`src/design/sspr_pkg.sv`:
```
// Shared types and constants for the soft-start PWM ramp with stall detect.
// Holds the transaction payload structs, register indexes and field widths.
// No dependencies.
package sspr_pkg;

  localparam int unsigned DirW    = 2;
  localparam int unsigned DutyW   = 8;
  localparam int unsigned TimeW   = 32;
  localparam int unsigned RampW   = 16;
  localparam int unsigned CfgIdxW = 2;
  localparam int unsigned CfgW    = 16;

  localparam logic [DirW-1:0] DIR_STOP = 2'd0;

  localparam logic [CfgIdxW-1:0] REG_RAMP_TIME     = 2'd0;
  localparam logic [CfgIdxW-1:0] REG_STALL_TIMEOUT = 2'd1;
  localparam logic [CfgIdxW-1:0] REG_MIN_DUTY      = 2'd2;

  typedef struct packed {
    logic [DirW-1:0]  command_direction;
    logic [DutyW-1:0] target_duty;
    logic [TimeW-1:0] time_now_ms;
  } in_item_t;

  typedef struct packed {
    logic [DirW-1:0]  drive_direction;
    logic [DutyW-1:0] drive_duty;
    logic             stall_fault;
  } out_item_t;

endpackage

```
`src/design/sspr_sub_unit.sv`:
```
// Shared 32-bit subtract/compare unit for the ramp sequencer.
// Gives a - b and the unsigned a >= b flag. Depends on sspr_pkg.
module sspr_sub_unit (
  input  logic [sspr_pkg::TimeW-1:0] op_a,
  input  logic [sspr_pkg::TimeW-1:0] op_b,
  output logic [sspr_pkg::TimeW-1:0] diff,
  output logic                       a_ge_b
);
  import sspr_pkg::*;

  logic [TimeW:0] sum_w;

  // a + ~b + 1: carry out set means no borrow
  assign sum_w  = {1'b0, op_a} + {1'b0, ~op_b} + {{TimeW{1'b0}}, 1'b1};
  assign diff   = sum_w[TimeW-1:0];
  assign a_ge_b = sum_w[TimeW];

endmodule

```
`src/design/soft_start_pwm_ramp_stall_detect.sv`:
```
// Top level of the soft-start PWM ramp with stall timeout detection.
// Uses sspr_pkg and one shared subtract/compare unit (sspr_sub_unit).
//
// Channel  Direction  Handshake              Payload
// in_      input      in_valid / in_ready    in_data  (sspr_pkg::in_item_t)
// out_     output     out_valid / out_ready  out_data (sspr_pkg::out_item_t)
// cfg_     input      cfg_we                 cfg_index, cfg_wdata
//
// One transaction at a time. A stop command goes straight to the output step; a ramping
// command takes the elapsed time, compares it with the ramp time, divides only while
// ramping with a nonzero target, and checks the stall timer only at low duty. The
// restoring divide runs one quotient bit a cycle through the single subtract/compare
// unit, which also serves the elapsed, ramp, low-duty and stall compares. in_ready
// returns on the edge that loads the result. Reset (rst_n low, synchronous) loads the
// register defaults and clears the direction and time stamps. in_ready is high only while idle;
// a result held by out_ready low stalls the sequencer before it overwrites the output.
module soft_start_pwm_ramp_stall_detect (
  input  logic                         clk,
  input  logic                         rst_n,
  input  logic                         in_valid,
  output logic                         in_ready,
  input  sspr_pkg::in_item_t           in_data,
  output logic                         out_valid,
  input  logic                         out_ready,
  output sspr_pkg::out_item_t          out_data,
  input  logic                         cfg_we,
  input  logic [sspr_pkg::CfgIdxW-1:0] cfg_index,
  input  logic [sspr_pkg::CfgW-1:0]    cfg_wdata
);
  import sspr_pkg::*;

  typedef enum logic [3:0] {
    S_IDLE,   // wait for a transaction
    S_ELAP,   // elapsed = now - ramp start
    S_RCMP,   // elapsed >= ramp time?
    S_MUL,    // product = target * elapsed
    S_DIV,    // one quotient bit a cycle
    S_LOWCMP, // duty <= min active level?
    S_SDIFF,  // now - stall stamp
    S_SCMP,   // stall time >= timeout?
    S_OUT     // load the output register
  } state_t;

  state_t state_r;

  // configuration
  logic [RampW-1:0] ramp_time_r;
  logic [RampW-1:0] timeout_r;
  logic [DutyW-1:0] min_duty_r;

  // persistent ramp state
  logic [DirW-1:0]  prev_dir_r;
  logic [TimeW-1:0] ramp_start_r;
  logic [TimeW-1:0] stamp_r;

  // per-transaction working registers
  in_item_t           item_r;
  logic [TimeW-1:0]   work_r;     // elapsed time, later stall time
  logic [DutyW-1:0]   prod_r;     // low product bits, shifted into the divide
  logic [RampW-1:0]   rem_r;
  logic [DutyW-1:0]   quot_r;
  logic [2:0]         cnt_r;
  logic [DutyW-1:0]   duty_r;
  logic               fault_r;

  out_item_t out_r;
  logic      out_valid_r;

  // shared unit operands
  logic [TimeW-1:0] op_a;
  logic [TimeW-1:0] op_b;
  logic [TimeW-1:0] sub_diff;
  logic             sub_ge;
  logic [23:0]      mul_w;

  sspr_sub_unit u_sub (
    .op_a   (op_a),
    .op_b   (op_b),
    .diff   (sub_diff),
    .a_ge_b (sub_ge)
  );

  // elapsed is below ramp time here, so 16 bits suffice
  assign mul_w = {16'b0, item_r.target_duty} * {8'b0, work_r[RampW-1:0]};

  // steer the shared unit by sequencer step
  always_comb begin
    op_a = item_r.time_now_ms;
    op_b = ramp_start_r;
    unique case (state_r)
      S_ELAP: begin
        op_a = item_r.time_now_ms;
        op_b = ramp_start_r;
      end
      S_RCMP: begin
        op_a = work_r;
        op_b = {16'b0, ramp_time_r};
      end
      S_DIV: begin
        op_a = {15'b0, rem_r, prod_r[cnt_r]};
        op_b = {16'b0, ramp_time_r};
      end
      S_LOWCMP: begin
        op_a = {24'b0, min_duty_r};
        op_b = {24'b0, duty_r};
      end
      S_SDIFF: begin
        op_a = item_r.time_now_ms;
        op_b = stamp_r;
      end
      S_SCMP: begin
        op_a = work_r;
        op_b = {16'b0, timeout_r};
      end
      default: begin
        op_a = item_r.time_now_ms;
        op_b = ramp_start_r;
      end
    endcase
  end

  assign in_ready  = (state_r == S_IDLE);
  assign out_valid = out_valid_r;
  assign out_data  = out_r;

  // configuration writes; indexes past the list are dropped
  always_ff @(posedge clk) begin
    if (!rst_n) begin
      ramp_time_r <= 16'd500;
      timeout_r   <= 16'd2000;
      min_duty_r  <= 8'd10;
    end else if (cfg_we) begin
      unique case (cfg_index)
        REG_RAMP_TIME:     ramp_time_r <= cfg_wdata;
        REG_STALL_TIMEOUT: timeout_r   <= cfg_wdata;
        REG_MIN_DUTY:      min_duty_r  <= cfg_wdata[DutyW-1:0];
        default: ;
      endcase
    end
  end

  // payload-only working registers
  always_ff @(posedge clk) begin
    unique case (state_r)
      S_IDLE: begin
        if (in_valid) begin
          item_r  <= in_data;
          duty_r  <= '0;
          fault_r <= 1'b0;
        end
      end
      S_ELAP: work_r <= sub_diff;
      S_RCMP: begin
        if (item_r.target_duty == '0) begin
          duty_r <= '0;
        end else if (sub_ge) begin
          duty_r <= item_r.target_duty;
        end
      end
      S_MUL: begin
        // product < 256 * ramp time, so the top 16 bits start below the divisor
        prod_r <= mul_w[DutyW-1:0];
        rem_r  <= mul_w[23:8];
        quot_r <= '0;
        cnt_r  <= 3'd7;
      end
      S_DIV: begin
        if (sub_ge) begin
          rem_r <= sub_diff[RampW-1:0];
        end else begin
          rem_r <= op_a[RampW-1:0];
        end
        quot_r <= {quot_r[DutyW-2:0], sub_ge};
        cnt_r  <= cnt_r - 3'd1;
        if (cnt_r == 3'd0) begin
          duty_r <= {quot_r[DutyW-2:0], sub_ge};
        end
      end
      S_LOWCMP: fault_r <= 1'b0;
      S_SDIFF:  work_r  <= sub_diff;
      S_SCMP:   fault_r <= sub_ge;
      S_OUT: ;
      default: ;
    endcase
  end

  // sequencer, persistent state and output register
  always_ff @(posedge clk) begin
    if (!rst_n) begin
      state_r      <= S_IDLE;
      out_valid_r  <= 1'b0;
      prev_dir_r   <= DIR_STOP;
      ramp_start_r <= '0;
      stamp_r      <= '0;
    end else begin
      // drop a taken result unless S_OUT replaces it on this edge
      if (out_valid_r && out_ready && state_r != S_OUT) begin
        out_valid_r <= 1'b0;
      end
      unique case (state_r)
        S_IDLE: begin
          if (in_valid) begin
            // direction change restarts ramp and stall timing
            if (in_data.command_direction != prev_dir_r) begin
              ramp_start_r <= in_data.time_now_ms;
              prev_dir_r   <= in_data.command_direction;
            end
            // a stop or a direction change restamps the stall timer
            if (in_data.command_direction != prev_dir_r ||
                in_data.command_direction == DIR_STOP) begin
              stamp_r <= in_data.time_now_ms;
            end
            if (in_data.command_direction == DIR_STOP) begin
              state_r <= S_OUT;
            end else begin
              state_r <= S_ELAP;
            end
          end
        end
        S_ELAP: state_r <= S_RCMP;
        S_RCMP: begin
          if (item_r.target_duty == '0 || sub_ge) begin
            state_r <= S_LOWCMP;
          end else begin
            state_r <= S_MUL;
          end
        end
        S_MUL: state_r <= S_DIV;
        S_DIV: begin
          if (cnt_r == 3'd0) begin
            state_r <= S_LOWCMP;
          end
        end
        S_LOWCMP: begin
          if (sub_ge) begin
            // a zero stamp counts as not started
            if (stamp_r == '0) begin
              stamp_r <= item_r.time_now_ms;
            end
            state_r <= S_SDIFF;
          end else begin
            stamp_r <= item_r.time_now_ms;
            state_r <= S_OUT;
          end
        end
        S_SDIFF: state_r <= S_SCMP;
        S_SCMP:  state_r <= S_OUT;
        S_OUT: begin
          // hold until the previous result is taken
          if (!out_valid_r || out_ready) begin
            out_r.drive_direction <= item_r.command_direction;
            out_r.drive_duty      <= duty_r;
            out_r.stall_fault     <= fault_r;
            out_valid_r           <= 1'b1;
            state_r               <= S_IDLE;
          end
        end
        default: state_r <= S_IDLE;
      endcase
    end
  end

endmodule

```
`config.mk`:
```
export PLATFORM = sky130hd
export DESIGN_NAME = soft_start_pwm_ramp_stall_detect
export DESIGN_NICKNAME = d
export VERILOG_FILES = /design/src/design/sspr_pkg.sv /design/src/design/sspr_sub_unit.sv /design/src/design/soft_start_pwm_ramp_stall_detect.sv
export SDC_FILE = /design/constraint.sdc
export NUM_CORES = 1
export LEC_CHECK = 0
export BUFFER_PORTS_ARGS = -buffer_cell sky130_fd_sc_hd__buf_4
export CORE_ASPECT_RATIO = 0.8
export CORE_MARGIN = 5
export CORE_UTILIZATION = 30
export DETAILED_ROUTE_END_ITERATION = 8
export PLACE_DENSITY = 0.55
export SLEW_MARGIN = 20
export SYNTH_ARGS = -nofsm -noshare
export SYNTH_HDL_FRONTEND = slang
export SYNTH_SLANG_ARGS = --single-unit
```
`constraint.sdc`:
```
create_clock -name clk -period 6.3 [get_ports clk]
set_clock_uncertainty 0.2 [all_clocks]
set_input_delay 0.945 -clock clk [delete_from_list [all_inputs] [get_ports clk]]
set_output_delay 0.945 -clock clk [all_outputs]
set_load 0.02 [all_outputs]
```
# Yosys cells after proc, flatten, opt, wreduce, memory -nomap -nowiden

Index checks and enable logic that the tools add are counted.

Register bits: 239
Output and inout bits: 13
Word-level logic and storage cells: 104

$add $sub $neg: 3
Multipliers: 1
$lt $le $gt $ge: 1
Equal/unequal tests: 18
Mux-type cells: 30
Bitwise operators: 1
Reduce and logical (&&, ||, !) cells: 29

Operator list:

| cell                                                 | count |
|---|---|
| two-way mux 32 bit                                   | 4 |
| one-hot mux 32 bit (4 select lines)                  | 1 |
| one-hot mux 32 bit (3 select lines)                  | 1 |
| one-hot mux 32 bit (2 select lines)                  | 1 |
| one-hot mux 4 bit (9 select lines)                   | 1 |
| adder 32 x 32 -> 33 bit                              | 1 |
| adder 33 x 1 -> 33 bit (second input constant)       | 1 |
| zero test 32 bit                                     | 1 |
| two-way mux 8 bit                                    | 4 |
| inverter 32 bit                                      | 1 |
| one-hot mux 16 bit (2 select lines)                  | 1 |
| multiplier 8 x 16 -> 24 bit                          | 1 |
| one-hot mux 8 bit (3 select lines)                   | 1 |
| two-way mux 4 bit                                    | 5 |
| equality test 4 x 3 -> 1 bit (second input constant) | 4 |
| two-way mux 16 bit                                   | 1 |
| one-hot mux 7 bit (2 select lines)                   | 1 |
| AND reduction 2 bit                                  | 5 |
| AND reduction 3 bit                                  | 3 |
| equality test 4 x 2 -> 1 bit (second input constant) | 2 |
| zero test 8 bit                                      | 1 |
| AND reduction 4 bit                                  | 2 |
| inequality test 2 bit (second input constant)        | 3 |
| one-hot mux 3 bit (2 select lines)                   | 1 |
| 24 further kinds                                     | 36 |

# Logic depth before layout (Yosys ltp)

Depth in word-level cells: 9
Mapped depth: 21
Depth with buffers taken out: 18

# Hierarchy

From an unflattened synthesis, not the netlist that was laid out.

Cells, all modules: 1,666
Area total of the unflattened synthesis: 16,065.4 um2

By module, submodules not included:

| module                           | instances | cells an instance | area an instance (um2) | seq. area each (um2) |
|---|---|---|---|---|
| soft_start_pwm_ramp_stall_detect | 1         | 1,384             | 14,204.9               | 6,065.8 |
| sspr_sub_unit                    | 1         | 282               | 1,860.5                | 0.0 |

# Least setup slack after synthesis

No wires, ideal clock.

Path type: register to register
Start: register item_r[39] in the netlist's numbering
End: register rem_r[15], data pin
Library setup time: 0.261 ns
Arrival time: 4.718 ns
Path slack: 1.121 ns
Cell stages (with the launch flop): 17
Path buffers: 1
Period minus slack after synthesis: 5.179 ns
Path through: edfxtp_1 -> clkbuf_1 -> and2_1 -> fa_1 -> fa_1 -> fa_1 -> inv_1 -> fa_1 -> inv_1 -> ha_1 -> nand4_1 -> a211o_1 -> a211oi_1 -> o31ai_1 -> a21oi_1 -> mux2i_1 -> a311o_1

Word-level cells in the longest chain between the ends: 2

Ends and longest elaborated chain:

| item                                | line                                    | source |
|---|---|---|
| start: declaration                  | soft_start_pwm_ramp_stall_detect.sv:57  | `in_item_t item_r;` |
| start signal: assignment            | soft_start_pwm_ramp_stall_detect.sv:147 | `item_r <= in_data;` |
| multiplier 8 x 16 -> 24 bit         | soft_start_pwm_ramp_stall_detect.sv:84  | `assign mul_w = {16'b0, item_r.target_duty} * {8'b0, work_r[RampW-1:0]};` |
| one-hot mux 16 bit (2 select lines) | soft_start_pwm_ramp_stall_detect.sv:144 | `unique case (state_r)` |
| end signal: assignment              | soft_start_pwm_ramp_stall_detect.sv:163 | `rem_r <= mul_w[23:8];` |
| end signal: assignment              | soft_start_pwm_ramp_stall_detect.sv:169 | `rem_r <= sub_diff[RampW-1:0];` |
| end signal: assignment              | soft_start_pwm_ramp_stall_detect.sv:171 | `rem_r <= op_a[RampW-1:0];` |
| end: declaration                    | soft_start_pwm_ramp_stall_detect.sv:60  | `logic [RampW-1:0] rem_r;` |

No other way between the ends.
A chain may end at the register's enable or synchronous reset.

# Final worst setup path

Start: register item_r[38] in the netlist's numbering
End: register rem_r[15], data pin

The elaborated chain is that of the path after synthesis.

==> results.yml <==
detailed_routing:
  drtAntennaViolNets: 0
  drt_iter0_markers: 1047
  drcViolationCount: 0
  wl_mm: 48.5
  wl_per_cell_um: 19.8
  vias: 12800
  avgViaCountPerCell: 5.24
  drtPass1Iterations: 5
placement:
  finalWeightedCongestion: 0.894
  numPortBuffers: 77
  dpl.hpwl_mm: 34.9
  dpl.cell_count: 2394
final_layout:
  syn_to_final_growth_pct: 14.8
  multiInputGateArea_mm2: 0.00922
  drive_above_1_share_pct: 10.5
  seqCellArea_mm2: 0.00607
  fin_util_pct: 35.0
  nets: 1959
  layout.cells.non_filler: 2445
  nFillCells: 5397
  n_antenna_cell: 0
clock_tree:
  cts.reportedPaths.clkPinSlew_ns: 0.07
  cts.sinks: 239
  htree_num_levels: 1
  cts_hold_buf: 0
  cts_tree: "built"
  insertion_delay_ns: 0.58
  clock_path_buffers: 3
  cts_setup_buffers: 0
  ctsResizeCount: 0
  clockRootBuffer: "clkbuf_16"
  numCtsBuffers: 28
timing:
  setup_violations: 0
  timing.final.crit_period_ns: 5.90
  tightest_slew_ns: 0.927
  grt_setup_unrepaired: "no"
  max_freq_mhz: 169
  maxSlewViolCount: 0
  hold_violations: 0
  final.setup.tns_ns: 0
  slew_headroom_pct: 38.0
  post-route-period-util_pct: 93.7
synthesis:
  seq_area_frac_synth_pct: 37.7
  synth_fp_nets: 1906
  synth_ff_type: "edfxtp_1"
  synth_most_common_cell: "nand2_1"
  yosys_warnings: 0
  yosys.area.top_type: "edfxtp_1"
  synth_common_cells: "285 x nand2_1, 128 x edfxtp_1, 128 x inv_1"
  syn-cell-area_mm2: 0.0161
  ys_ff_latch: 239
  synthArstFlopShare_pct: 0
  synth-edff-count: 128
  synth.area.top_cells: "edfxtp_1 24%, dfxtp_1 14%, fa_1 11%"
  synth_cell_types: 69
  synth.avg_cell_area_um2: 9.59
  yosysTopAreaCellShare_pct: 23.9
  postSynthCellCount: 1678
worst_setup_path:
  r2r_start: "item_r[38]"
  rr_endpoint: "rem_r[15]"
  reg2reg_slack_ns: 0.40
  critical_path_class: "reg -> reg"
  critical_path.max_fanout: 18
  crit_required_ns: 6.41
  cp.arrival_ns: 6.02
  startpoint_type: "flop"
  crit_path_end_kind: "flop"
  r2r_cells: 15
floorplanning:
  std_cell_rows: 75
  design.core.area_mm2: 0.0527
  initial_core_util_pct: 30.5
  dieWidth_um: 269
  ioPinCount: 78
  die_h_um: 217
  fp.dieArea_mm2: 0.0584
global_routing:
  antenna_found_initial: 0
  grt-ovfl-total: 0
  track_usage_pct: 16.4
  grt_pass1_wl_mm: 76.1
  grt_pass1_vias: 12700
  grt_max_degree: 83
min_path:
  hold_depth: 0
  min_to: "out_data[10]"
  hold_class: "reg -> reg"
  min_from: "item_r[41]"
job:
  maxCapViolCount: 0
run_status:
  outcome: "finished clean"
how the worst max path moves through the flow:
stage / from / slack, ns / endpoint / cells after the start
3_3_place_gp: item_r[36] / 0.57 / rem_r[15] / 15
4_1_cts: item_r[39] / 0.41 / rem_r[15] / 15
6_report: item_r[38] / 0.40 / rem_r[15] / 15
5_1_grt: item_r[37] / 0.12 / rem_r[15] / 15
2_1_floorplan: item_r[39] / 1.12 / rem_r[15] / 16
3_5_place_dp: item_r[39] / 0.44 / rem_r[15] / 15
cells by family after synthesis:
| logic type | Yosys count | share of synthesized area, % |
|---|---|---|
| simple gates | 594 | 17.8 |
| compound gates | 352 | 15.7 |
| flops | 239 | 37.7 |
| buf+inv | 215 | 5.21 |
| fa+ha+maj | 163 | 16.6 |
| mux | 66 | 4.27 |
| xor+xnor | 49 | 2.67 |
routing by layer:
layer	global-route usage, %	vias up	wire [µm]
met5	0	-	0
met4	3.19	0	1020
met3	2.48	61	3500
met2	24.2	390	20500
met1	25.5	6368	23500
li1	-	5999	-
state kept, by name, indices dropped and copies added, names as in the netlist, 3 cells and up:
| register | count |
|---|---|
| item_r | 42 |
| ramp_start_r | 32 |
| stamp_r | 32 |
| work_r | 32 |
| ramp_time_r | 16 |
| rem_r | 16 |
| timeout_r | 16 |
| out_data | 11 |
| duty_r | 8 |
| min_duty_r | 8 |
| prod_r | 8 |
| quot_r | 7 |
| state_r | 4 |
| cnt_r | 3 |
through the flow:
stage	setup WS, ns	instance area, µm²	hold WS, ns
floorplan	1.12	16100	0.200
global placement	0.568	17500	0.207
detailed placement	0.437	17500	0.208
CTS	0.409	18500	0.222
global route	0.118	18500	0.244
finish	0.396	18500	0.221
cell usage in the layout (no fill, tap or decap), types with 24 or more instances in the layout:
cell / instances
a21boi_0: 56
a21oi_1: 51
a22oi_1: 24
and2_1: 110
buf_4: 108
clkbuf_16: 29
dfxtp_1: 110
edfxtp_1: 128
fa_1: 85
ha_1: 78
inv_1: 127
mux2i_1: 63
nand2_1: 285
nand3_1: 27
nor2_1: 40
o211ai_1: 35
o21ai_0: 46
or3_1: 37
xnor2_1: 39
area by class of cell:
type,count,area share [%]
clock buffer,33,4.12
clock inverter,18,1.20
inverter,128,2.60
multi-input combinational,1224,49.9
sequential,239,32.8
tap,693,4.69
timing repair buffer,110,4.64
critical path, stage by stage (launching register included):
cell and delay, ns:
edfxtp_1 0.76, and2_1 0.26, fa_1 0.46, fa_1 0.53, fa_1 0.55, inv_1 0.05, fa_1 0.52, inv_1 0.04
ha_1 0.34, nand4_1 0.23, a211o_1 0.40, a211oi_1 0.58, o31ai_1 0.14, a21oi_1 0.18, mux2i_1 0.10, a311o_1 0.32
Power is not shown: default switching activity piles up to over one toggle a cycle in this logic, so the estimate is an artifact.
